File: src/boa_pkg.sv
`default_nettype none
package boa_pkg;

    localparam int WordBits = 16;
    localparam int DivSteps = 2 * WordBits;

    // basic operation codes
    typedef enum logic [4:0] {
        OP_SET = 5'd0,  OP_ADD = 5'd1,  OP_SUB = 5'd2,  OP_MUL = 5'd3,
        OP_MLI = 5'd4,  OP_DIV = 5'd5,  OP_DVI = 5'd6,  OP_MOD = 5'd7,
        OP_MDI = 5'd8,  OP_AND = 5'd9,  OP_BOR = 5'd10, OP_XOR = 5'd11,
        OP_SHR = 5'd12, OP_ASR = 5'd13, OP_SHL = 5'd14, OP_IFB = 5'd15,
        OP_IFC = 5'd16, OP_IFE = 5'd17, OP_IFN = 5'd18, OP_IFG = 5'd19,
        OP_IFA = 5'd20, OP_IFL = 5'd21, OP_IFU = 5'd22, OP_ADX = 5'd23,
        OP_SBX = 5'd24, OP_STI = 5'd25, OP_STD = 5'd26
    } t_op;

    localparam logic [1:0] StepNone = 2'b00;
    localparam logic [1:0] StepInc  = 2'b01;
    localparam logic [1:0] StepDec  = 2'b11;

    // payload carried down the pipeline
    typedef struct packed {
        t_op                 op;
        logic                div_zero;
        logic [WordBits-1:0] divisor;
        logic [WordBits-1:0] rem;
        logic [DivSteps-1:0] dvd;
        logic [WordBits-1:0] rem_hold;
        logic                neg_q;
        logic                neg_r;
        logic [WordBits-1:0] b_res;
        logic [WordBits-1:0] ex_res;
        logic                b_wr;
        logic                ex_wr;
        logic                skip;
        logic [1:0]          step;
        logic [1:0]          cost;
    } t_stage;

endpackage
`default_nettype wire

File: src/boa_div_step.sv
`default_nettype none
module boa_div_step
    import boa_pkg::*;
(
    input  wire logic   i_clk,
    input  wire logic   i_rst_n,
    input  wire logic   i_en,
    input  wire logic   i_capture,
    input  wire logic   i_valid,
    input  wire t_stage i_stage,
    output logic        o_valid,
    output t_stage      o_stage
);
    logic   r_valid;
    t_stage r_stage;
    t_stage n_stage;

    logic [16:0] trial;
    logic [17:0] diff;

    // one restoring division step: one quotient bit
    always_comb begin
        trial   = {i_stage.rem, i_stage.dvd[DivSteps-1]};
        diff    = {1'b0, trial} - {2'b00, i_stage.divisor};
        n_stage = i_stage;
        if (!diff[17]) begin
            n_stage.rem = diff[15:0];
        end else begin
            n_stage.rem = trial[15:0];
        end
        n_stage.dvd = {i_stage.dvd[DivSteps-2:0], !diff[17]};
        if (i_capture) begin
            n_stage.rem_hold = n_stage.rem;
        end
    end

    always_ff @(posedge i_clk) begin
        if (!i_rst_n) begin
            r_valid <= 1'b0;
        end else if (i_en) begin
            r_valid <= i_valid;
        end
    end

    always_ff @(posedge i_clk) begin
        if (i_en) begin
            r_stage <= n_stage;
        end
    end

    assign o_valid = r_valid;
    assign o_stage = r_stage;
endmodule
`default_nettype wire

File: config.mk
export PLATFORM = sky130hd
export DESIGN_NAME = boa_div_step
export DESIGN_NICKNAME = d
export VERILOG_FILES = /design/src/boa_pkg.sv /design/src/boa_div_step.sv
export SDC_FILE = /design/constraint.sdc
export NUM_CORES = 1
export LEC_CHECK = 0
export BUFFER_PORTS_ARGS = -buffer_cell sky130_fd_sc_hd__buf_2
export CORE_ASPECT_RATIO = 0.6
export CORE_UTILIZATION = 35
export DETAILED_ROUTE_END_ITERATION = 7
export SYNTH_ARGS = -nofsm -noshare
export SYNTH_HDL_FRONTEND = slang
export SYNTH_SLANG_ARGS = --single-unit
File: constraint.sdc
create_clock -name i_clk -period 2.9 [get_ports i_clk]
set_input_delay 0.435 -clock i_clk [delete_from_list [all_inputs] [get_ports i_clk]]
set_output_delay 0.435 -clock i_clk [all_outputs]
set_load 0.1 [all_outputs]
==> flow_summary.json <==
{
  "antennaDiodeCount": 0,
  "cts_setup_buffers": 0,
  "rsz0062_at_grt": "false",
  "hold_violations": 0,
  "dr.first_iter.drc_count": 242,
  "ys.flop_type": "edfxtp_1",
  "path_common_cell": "inv_1",
  "fin_util_pct": 51.6,
  "synth_edf_count": 127,
  "maxSlewViolCount": 0,
  "yosysSeqAreaShare_pct": 71.0,
  "period_minus_slack_ps": 2450,
  "tritoncts": "built",
  "min_path_cells": 1,
  "finalWirelength_mm": 14.9,
  "drc_errors": 0,
  "slew-limit-headroom_pct": 61.0,
  "placed_area_sq_um": 7040,
  "antenna_found_initial": 1,
  "fin_area_sq_um": 7610,
  "syn_nets": 504,
  "cp-start-kind": "input port",
  "holdWs_ps": 194,
  "crit_arrival_ps": 2610,
  "dieArea_sq_um": 15900,
  "clockBufferDepth": 2,
  "cts-resized-gates": 0,
  "root_buffer": "clkbuf_16",
  "async_flop_share_pct": 0,
  "via_per_inst": 4.83,
  "avgSynthCellArea_sq_um": 15.2,
  "port_buffers": 259,
  "grt_pass1_wl_mm": 22.1,
  "clkSinkCount": 128,
  "post_synth_num_cell_types": 56,
  "ios": 260,
  "cp.required_ps": 3060,
  "fillers": 1320,
  "critPathMaxStageDelay_ps": 390,
  "hpwl_mm": 11.2,
  "wire_per_inst_um": 17.6,
  "insertion_delay_ps": 410,
  "reg2reg_depth": 2,
  "synthToLayoutAreaGrowth_pct": 41.0,
  "setup_viol": 0,
  "path_clk_slew_ps": 60,
  "core-area_sq_um": 14800,
  "gp_congestion": 0.816,
  "grt_pass1_vias": 4047,
  "critical_path_class": "input port to flip-flop",
  "tns_ps": 0,
  "overflow": 0,
  "start_util_pct": 36.6,
  "clock.fmax_ghz": 0.408,
  "cp_cell_sequence": "buf_2 -> inv_1 -> ha_1 -> inv_1 -> fa_1 -> a21o_1 -> a221oi_2 -> nor2_1 -> a311oi_1 -> xnor2_1 -> mux2_4",
  "layout_commonest_cell": "buf_2",
  "clock_skew_ps": 0,
  "row_count": 34,
  "die_y_um": 98.2,
  "powerDensity_nw_per_um2": 829,
  "multi_input_area_sq_um": 1390,
  "worst_slew_pin_slew_ps": 584,
  "htree_levels": 4,
  "cp_max_fo": 2,
  "leakagePower_nw": 3.37,
  "first_pass_iters": 4,
  "drv_cap": 0,
  "period_share_pct": 84.4,
  "postRouteAntennaNets": 0,
  "grt_max_degree": 61,
  "holdBufCountCts": 0,
  "final_cell_mix": "258 x buf_2, 127 x edfxtp_1, 28 x inv_1",
  "syn-cell-area_sq_um": 5400,
  "route.vias.total": 4103,
  "worst_setup_path_end_kind": "flip-flop",
  "worstHoldPathType": "input port to flip-flop",
  "grt_use_total_pct": 18.6,
  "ys_warn_count": 0,
  "fp.dieW_um": 162,
  "outcome": "completed",
  "ys_seq_elements": 128,
  "postSynthCellCount": 355,
  "nets": 788,
  "drive_above_1_share_pct": 50.2,
  "ir_drop_mv": 0.346,
  "cts_inserted_buffers": 17,
  "slowest_stage": "fa_1",
  "regArea_sq_um": 3830
}
## power breakdown
group          total, mW  internal, mW  switching [mW]  leakage [nW]
clock network       2.08          1.21           0.871         0.273
registers           2.28          2.24          0.0408          1.25
logic               1.94         0.349            1.59          1.85
total               6.31          3.80            2.51          3.37
## worst max-delay path, delay by kind of cell
kind | cells | cell delay [ps]
xor+xnor | 1 | 130
fa+ha+maj | 2 | 590
simple gates | 1 | 90
compound gates | 3 | 860
buf+inv | 3 | 250
mux | 1 | 270
## cells in the mapped netlist, types with 2 or more instances
cell type	count	area share, %
a21oi_1	23	2.1
nand3_1	3	0.28
clkbuf_1	9	0.63
o21ai_0	11	1.0
nand2b_1	5	0.58
mux2_2	8	1.7
nor3b_1	2	0.28
xor2_1	5	0.81
o221ai_1	4	0.65
a41oi_1	4	0.65
and3_1	3	0.35
nand2_1	17	1.2
nor2b_1	5	0.58
a21bo_2	3	0.56
a211o_1	3	0.49
a31oi_1	2	0.23
mux2i_1	2	0.37
and2_1	2	0.23
a221o_1	4	0.74
a21o_1	10	1.4
xnor2_1	6	0.97
nor4_1	2	0.23
buf_6	2	0.42
o211ai_1	5	0.70
inv_1	28	1.9
nor3_1	4	0.37
nor2_1	9	0.63
o31ai_1	4	0.56
edfxtp_1	127	71
buf_2	2	0.19
ha_1	16	3.7
## final cells by class
cell class / instances / share of cell area (%)
well taps: 198 / 3.26
inverters: 29 / 1.46
clock buffers: 18 / 5.64
flip-flops and latches: 128 / 50.4
repair buffers: 278 / 19.2
multi-input cells: 185 / 18.2
clock inverters: 14 / 1.91
## cell families after synthesis
family                   share of synthesized area (%)
flip-flops                                        71.0
AO/OA/AOI/OAI                                     11.7
AND/OR/NAND/NOR                                   5.77
buffers and inverters                             3.29
adder cells (fa/ha/maj)                           4.08
XOR/XNOR                                          1.79
multiplexers                                      2.32
## metrics by stage
step / total power, mW / setup slack, ps / instances
global placement: 4.25 / 69.0 / 818
finish: 6.31 / 452 / 850
detailed placement: 4.27 / 38.4 / 818
CTS: 6.37 / 465 / 850
global route: 6.52 / 226 / 850
floorplan: 3.87 / 245 / 355
## state kept, by name, indices dropped and copies added (netlist names)
signal / flops
o_valid: 1
o_stage: 127
## per-layer routing
layer	vias to the layer above	part of all wire, %	GRT usage, %
li1	1943	-	-
met1	1958	44	25.6
met2	188	46	28.5
met3	12	8.8	5.82
met4	2	0.40	4.43
met5	-	0.087	0
## final timing paths
path,start,endpoint,slack [ps]
max,i_stage[88],o_stage[103]$_DFFE_PP_,450
max reg2reg,o_valid$_SDFFE_PN0P_,o_valid$_SDFFE_PN0P_,2290
min,i_stage[81],o_stage[82]$_DFFE_PP_,190
min reg2reg,o_valid$_SDFFE_PN0P_,o_valid$_SDFFE_PN0P_,530
No activity file was read; power rests on OpenSTA's default activity.
