--- src/boa_pkg.sv ---
`default_nettype none
package boa_pkg;

    localparam int WordBits = 16;
    localparam int DivSteps = 2 * WordBits;

    // basic operation codes
    typedef enum logic [4:0] {
        OP_SET = 5'd0,  OP_ADD = 5'd1,  OP_SUB = 5'd2,  OP_MUL = 5'd3,
        OP_MLI = 5'd4,  OP_DIV = 5'd5,  OP_DVI = 5'd6,  OP_MOD = 5'd7,
        OP_MDI = 5'd8,  OP_AND = 5'd9,  OP_BOR = 5'd10, OP_XOR = 5'd11,
        OP_SHR = 5'd12, OP_ASR = 5'd13, OP_SHL = 5'd14, OP_IFB = 5'd15,
        OP_IFC = 5'd16, OP_IFE = 5'd17, OP_IFN = 5'd18, OP_IFG = 5'd19,
        OP_IFA = 5'd20, OP_IFL = 5'd21, OP_IFU = 5'd22, OP_ADX = 5'd23,
        OP_SBX = 5'd24, OP_STI = 5'd25, OP_STD = 5'd26
    } t_op;

    localparam logic [1:0] StepNone = 2'b00;
    localparam logic [1:0] StepInc  = 2'b01;
    localparam logic [1:0] StepDec  = 2'b11;

    // payload carried down the pipeline
    typedef struct packed {
        t_op                 op;
        logic                div_zero;
        logic [WordBits-1:0] divisor;
        logic [WordBits-1:0] rem;
        logic [DivSteps-1:0] dvd;
        logic [WordBits-1:0] rem_hold;
        logic                neg_q;
        logic                neg_r;
        logic [WordBits-1:0] b_res;
        logic [WordBits-1:0] ex_res;
        logic                b_wr;
        logic                ex_wr;
        logic                skip;
        logic [1:0]          step;
        logic [1:0]          cost;
    } t_stage;

endpackage
`default_nettype wire

--- src/boa_front.sv ---
`default_nettype none
module boa_front
    import boa_pkg::*;
(
    input  wire logic        i_clk,
    input  wire logic        i_rst_n,
    input  wire logic        i_en,
    input  wire logic        i_valid,
    input  wire logic [4:0]  i_op,
    input  wire logic [15:0] i_a,
    input  wire logic [15:0] i_b,
    input  wire logic [15:0] i_ex,
    output logic             o_valid,
    output t_stage           o_stage
);
    logic   r_valid;
    t_stage r_stage;
    t_stage n_stage;

    logic [16:0] sum;
    logic [17:0] adx_sum;
    logic [17:0] sbx_diff;
    logic [31:0] prod;
    logic [31:0] wide_r;
    logic [47:0] wide_l;
    logic [15:0] mag_a;
    logic [15:0] mag_b;
    logic        big_shift;
    logic        signed_div;
    t_op         op;

    always_comb begin
        op         = t_op'(i_op);
        sum        = {1'b0, i_b} + {1'b0, i_a};
        adx_sum    = {2'b00, i_b} + {2'b00, i_a} + {2'b00, i_ex};
        sbx_diff   = {2'b00, i_b} - {2'b00, i_a} + {2'b00, i_ex};
        big_shift  = |i_a[15:5];
        signed_div = (op == OP_DVI) || (op == OP_MDI);
        mag_a      = (signed_div && i_a[15]) ? 16'(-i_a) : i_a;
        mag_b      = (signed_div && i_b[15]) ? 16'(-i_b) : i_b;
    end

    // single shared multiplier, signed or unsigned
    always_comb begin
        if (op == OP_MLI) begin
            prod = $signed({{16{i_b[15]}}, i_b}) * $signed({{16{i_a[15]}}, i_a});
        end else begin
            prod = {16'h0000, i_b} * {16'h0000, i_a};
        end
    end

    // shifter over a double-width word
    always_comb begin
        if (op == OP_ASR) begin
            wide_r = big_shift ? {32{i_b[15]}} : 32'($signed({i_b, 16'h0000}) >>> i_a[4:0]);
        end else begin
            wide_r = big_shift ? 32'h0 : ({i_b, 16'h0000} >> i_a[4:0]);
        end
        wide_l = big_shift ? 48'h0 : ({32'h0, i_b} << i_a[4:0]);
    end

    // decode and non-divide results
    always_comb begin
        n_stage          = '0;
        n_stage.op       = op;
        n_stage.div_zero = (i_a == 16'h0);
        n_stage.divisor  = mag_a;
        n_stage.dvd      = {mag_b, 16'h0000};
        n_stage.neg_q    = i_a[15] ^ i_b[15];
        n_stage.neg_r    = i_b[15];
        n_stage.step     = StepNone;
        n_stage.cost     = 2'd1;
        case (op)
            OP_SET: begin n_stage.b_res = i_a; n_stage.b_wr = 1'b1; end
            OP_ADD: begin
                n_stage.b_res = sum[15:0]; n_stage.ex_res = {15'h0, sum[16]};
                n_stage.b_wr = 1'b1; n_stage.ex_wr = 1'b1; n_stage.cost = 2'd2;
            end
            OP_SUB: begin
                n_stage.b_res = 16'(i_b - i_a);
                n_stage.ex_res = (i_b < i_a) ? 16'hffff : 16'h0;
                n_stage.b_wr = 1'b1; n_stage.ex_wr = 1'b1; n_stage.cost = 2'd2;
            end
            OP_MUL, OP_MLI: begin
                n_stage.b_res = prod[15:0]; n_stage.ex_res = prod[31:16];
                n_stage.b_wr = 1'b1; n_stage.ex_wr = 1'b1; n_stage.cost = 2'd2;
            end
            OP_DIV, OP_DVI: begin
                n_stage.b_wr = 1'b1; n_stage.ex_wr = 1'b1; n_stage.cost = 2'd3;
            end
            OP_MOD, OP_MDI: begin n_stage.b_wr = 1'b1; n_stage.cost = 2'd3; end
            OP_AND: begin n_stage.b_res = i_a & i_b; n_stage.b_wr = 1'b1; end
            OP_BOR: begin n_stage.b_res = i_a | i_b; n_stage.b_wr = 1'b1; end
            OP_XOR: begin n_stage.b_res = i_a ^ i_b; n_stage.b_wr = 1'b1; end
            OP_SHR, OP_ASR: begin
                n_stage.b_res = wide_r[31:16]; n_stage.ex_res = wide_r[15:0];
                n_stage.b_wr = 1'b1; n_stage.ex_wr = 1'b1;
            end
            OP_SHL: begin
                n_stage.b_res = wide_l[15:0]; n_stage.ex_res = wide_l[31:16];
                n_stage.b_wr = 1'b1; n_stage.ex_wr = 1'b1;
            end
            OP_IFB: n_stage.skip = ((i_a & i_b) == 16'h0);
            OP_IFC: n_stage.skip = ((i_a & i_b) != 16'h0);
            OP_IFE: n_stage.skip = (i_a != i_b);
            OP_IFN: n_stage.skip = (i_a == i_b);
            OP_IFG: n_stage.skip = !(i_b > i_a);
            OP_IFA: n_stage.skip = !($signed(i_b) > $signed(i_a));
            OP_IFL: n_stage.skip = !(i_b < i_a);
            OP_IFU: n_stage.skip = !($signed(i_b) < $signed(i_a));
            OP_ADX: begin
                n_stage.b_res = adx_sum[15:0];
                n_stage.ex_res = (adx_sum[17:16] != 2'b00) ? 16'h0001 : 16'h0;
                n_stage.b_wr = 1'b1; n_stage.ex_wr = 1'b1; n_stage.cost = 2'd3;
            end
            OP_SBX: begin
                n_stage.b_res = sbx_diff[15:0];
                if (sbx_diff[17]) begin
                    n_stage.ex_res = 16'hffff;
                end else if (sbx_diff[16]) begin
                    n_stage.ex_res = 16'h0001;
                end
                n_stage.b_wr = 1'b1; n_stage.ex_wr = 1'b1; n_stage.cost = 2'd3;
            end
            OP_STI: begin
                n_stage.b_res = i_a; n_stage.b_wr = 1'b1;
                n_stage.step = StepInc; n_stage.cost = 2'd2;
            end
            OP_STD: begin
                n_stage.b_res = i_a; n_stage.b_wr = 1'b1;
                n_stage.step = StepDec; n_stage.cost = 2'd2;
            end
            default: ;
        endcase
        if (op == OP_IFB || op == OP_IFC || op == OP_IFE || op == OP_IFN ||
            op == OP_IFG || op == OP_IFA || op == OP_IFL || op == OP_IFU) begin
            n_stage.cost = n_stage.skip ? 2'd3 : 2'd2;
        end
    end

    always_ff @(posedge i_clk) begin
        if (!i_rst_n) begin
            r_valid <= 1'b0;
        end else if (i_en) begin
            r_valid <= i_valid;
        end
    end

    always_ff @(posedge i_clk) begin
        if (i_en) begin
            r_stage <= n_stage;
        end
    end

    assign o_valid = r_valid;
    assign o_stage = r_stage;
endmodule
`default_nettype wire

--- config.mk ---
export PLATFORM = sky130hd
export DESIGN_NAME = boa_front
export DESIGN_NICKNAME = d
export VERILOG_FILES = /design/src/boa_pkg.sv /design/src/boa_front.sv
export SDC_FILE = /design/constraint.sdc
export NUM_CORES = 2
export LEC_CHECK = 0
export BUFFER_PORTS_ARGS = -buffer_cell sky130_fd_sc_hd__buf_2
export CAP_MARGIN = 20
export CORE_ASPECT_RATIO = 0.8
export CORE_UTILIZATION = 50
export DETAILED_ROUTE_END_ITERATION = 10
export GPL_TIMING_DRIVEN = 0
export PLACE_DENSITY = 0.68
export SYNTH_ARGS = -nofsm -noshare
export SYNTH_HDL_FRONTEND = slang
export SYNTH_SLANG_ARGS = --single-unit
--- constraint.sdc ---
create_clock -name i_clk -period 8.4 [get_ports i_clk]
set_clock_uncertainty 0.2 [all_clocks]
set_input_delay 0.42 -clock i_clk [delete_from_list [all_inputs] [get_ports i_clk]]
set_output_delay 0.42 -clock i_clk [all_outputs]
set_load 0.01 [all_outputs]
==> run summary <==
The run finished with clean final reports. The initial antenna violation count came out at 6. Number of pins exceeding their max-slew limit in the final report: 0. The largest incremental delay on the critical path came out at 680 ps. Data on the critical path is required at its endpoint by 8330 ps. The library cell used as clock root buffer is sky130_fd_sc_hd__clkbuf_16. By count the netlist is led by sky130_fd_sc_hd__inv_1, sky130_fd_sc_hd__fa_1, sky130_fd_sc_hd__nand2_1, sky130_fd_sc_hd__nor2_1, sky130_fd_sc_hd__ha_1. The initialized floorplan defines 73 standard-cell rows.

The deepest level of the CTS H-tree was 3; the total cell area at the placement stage was 27300 µm². Summed over all failing endpoints, the final setup total negative slack is 0 ps. After legalization and detailed placement, the total HPWL measured 94.7 mm.

Among all stages on the critical path, the largest delay is contributed by sky130_fd_sc_hd__clkinv_1. The run gives 24400 as the total via count after detailed routing. Clock sink count: 80. The ratio of final minimum period to clock period was 0.991; the minimum setup slack after placement was -1830 ps. Routed signal wires occupy layers up through met5.

Counting flops with a built-in enable in the synthesized netlist gives 79. Across the run, the number of max-cap violations was 0. Static timing analysis puts the maximum clock frequency at 120 MHz. The fraction of layout cells with a size suffix above 1 is 0.0984, and the via count of the first global-routing pass is 24100. The number of synthesized register bits was 80. Setup violations remaining at the end of the flow were counted as 0. The most common flop cell mapped by yosys is sky130_fd_sc_hd__edfxtp_1. The clock network latency to the later pin of the worst-skew pair is 410 ps, and the per-cell via count in the routed design is 6.28.

The count of nets left with antenna violations once routing finished came out at 0. The routed design uses 14.7 mm of met3 wire. Most frequent cell after synthesis: sky130_fd_sc_hd__inv_1. The critical path is of the primary input to flop type. The post-route standard cell area excluding fillers was 27800 µm². Routability-driven placement finished with a final weighted congestion of 1.05. For this run, the detailed router's first-pass iteration total came to 9. TritonCTS created 9 clock buffers. The remaining global-route overflow is 0, and the die width is 254 µm.

The initial standard-cell utilization of the core is 0.509. In this run the cell area of the synthesized design comes to 25400 µm². The longest clock path from root to sink contains 2 buffers.

The worst setup path is launched from a primary input. The initial detailed-routing violation count was 3218; the time the final worst path needs with I/O delays and setup was 8320 ps. The logs give 0 for the final count of hold timing violations and 47.4 mm for the total met2 wirelength after detailed routing.

The die is 204 µm tall. The post-detailed-route wirelength per cell came out at 29.4 µm. TritonCTS built the clock tree. Setup slack on the critical path of the routed design comes to 79.5 ps. The critical path goes through buf_2, clkinv_1, buf_1, nor2_1, fa_1, inv_1, fa_1, fa_1, inv_1, fa_1, fa_1, inv_1, fa_1, inv_1, ha_1, o21a_1, o221ai_1, a41oi_2, nand2_1, o31a_1, o31ai_1, a21oi_1, mux2i_1, nand3_1. Together, buffers and inverters on the worst path number 7. The synthesized design spends more area on one cell type than any other, namely sky130_fd_sc_hd__fa_1. The floorplan step defined a core boundary enclosing 50000 µm². The net count of the finished layout was 3874; the port buffer count was 136.

The average size of a mapped cell is 8.50 µm². Top cell type's share of synthesized area: 0.304. Yosys attributes the largest share of cell area to sky130_fd_sc_hd__fa_1, sky130_fd_sc_hd__ha_1, sky130_fd_sc_hd__edfxtp_1.

Synthesis instantiated 88 different standard cells from the library. Clock-pin slew was measured on the worst setup and hold paths at 80 ps. The first global-routing pass estimated 162 mm of wire. The run gives 185 as the number of top-level pins. Setup repair after global routing could not meet its margin everywhere. The worst-case headroom to the max-slew limit was 0.143; the number of standard cells after synthesis was 2992. The fraction of registers with async set or reset after synthesis is 0.

The pin count of the biggest net entering global routing is 59. The type of the tightest min-delay check was primary input to flop. The die covers 51800 µm².

The critical-path maximum fanout was 11. Among the stages of the critical path, the cell type that occurs most often is sky130_fd_sc_hd__fa_1. After detailed routing, the wire length on met1 is 43.9 mm. After detailed routing, the number of remaining DRC violations is 0. The routed design has 114 mm of wire. The total track usage is 0.444.

Data arrives at the worst endpoint at 8250 ps. Yosys printed 0 warnings. From synthesis to final layout, the design area changed by 9.08%. Broken down by cell family, the worst path's largest delay share belongs to adder cells. The slew at the pin closest to its max-slew limit works out to 1280 ps. The sequential cell area fraction in the yosys report is 0.0940. The worst setup path is captured at a flop.
area by class of cell:
cell class | count | area (µm²)
well taps | 675 | 845
clock inverters | 7 | 77.6
plain buffers | 188 | 932
multi-input cells | 2235 | 20400
inverters | 527 | 1990
flip-flops and latches | 80 | 2390
clock buffers | 9 | 225
fillers | 4646 | 22200
diodes | 3 | 7.51
repair buffers | 154 | 876
path summary, 6_finish.rpt:
kind,from,end,slack (ps),cells after the start
max,i_a[6],o_stage[21]$_DFFE_PP_,80,24
min,i_op[2],o_stage[124]$_DFFE_PP_,8,1
max reg2reg,o_valid$_SDFFE_PN0P_,o_valid$_SDFFE_PN0P_,7600,2
min reg2reg,o_valid$_SDFFE_PN0P_,o_valid$_SDFFE_PN0P_,340,2
layout by cell type, fill, tap and decap left out, drive strengths merged, types with 32 or more instances in the layout:
cell type / count
a21o: 35
a21oi: 138
buf: 239
clkbuf: 107
conb: 48
edfxtp: 79
fa: 386
ha: 236
inv: 524
mux2i: 32
nand2: 281
nand3: 49
nor2: 264
nor3: 44
o21ai: 127
xnor2: 83
xor2: 33
registers in the layout, indices dropped and copies added, names as in the netlist:
| name | flops |
|---|---|
| o_valid | 1 |
| o_stage | 79 |
what timing repair did:
action                                  CTS  global route
pin swaps                                 0             2
gates resized for setup                  25            17
endpoints found under the setup margin   21            10
hold buffers                              2             0
hold endpoints to repair                  2             0
setup buffers                             3             2
layer usage:
metal,global-route usage,up-vias
li1,-,10300
met1,0.570,12000
met2,0.640,1700
met3,0.162,376
met4,0.263,8
met5,0,-
kinds of logic (layout without fill, tap and decap cells):
| logic type | count (synthesis) | after routing | share of synthesized area |
|---|---|---|---|
| multiplexers | 60 | 60 | 0.0352 |
| XOR/XNOR | 116 | 116 | 0.0399 |
| other | 1 | 51 | 0.000147 |
| flip-flops | 80 | 80 | 0.0940 |
| AO/OA/AOI/OAI | 606 | 606 | 0.160 |
| adder cells (fa/ha/maj) | 622 | 622 | 0.420 |
| buffers and inverters | 724 | 885 | 0.114 |
| AND/OR/NAND/NOR | 783 | 783 | 0.136 |
per-stage QoR:
| step | util | hold slack (ps) | instances |
|---|---|---|---|
| after global routing | 0.555 | 19.4 | 3875 |
| after detailed placement | 0.546 | 332 | 3861 |
| final | 0.555 | 8.44 | 3878 |
| after floorplan | - | 319 | 3039 |
| after global placement | 0.543 | 294 | 3850 |
| after CTS | 0.554 | 3.11 | 3875 |
Power is not shown: default switching activity piles up to over one toggle a cycle in this logic, so the estimate is an artifact.
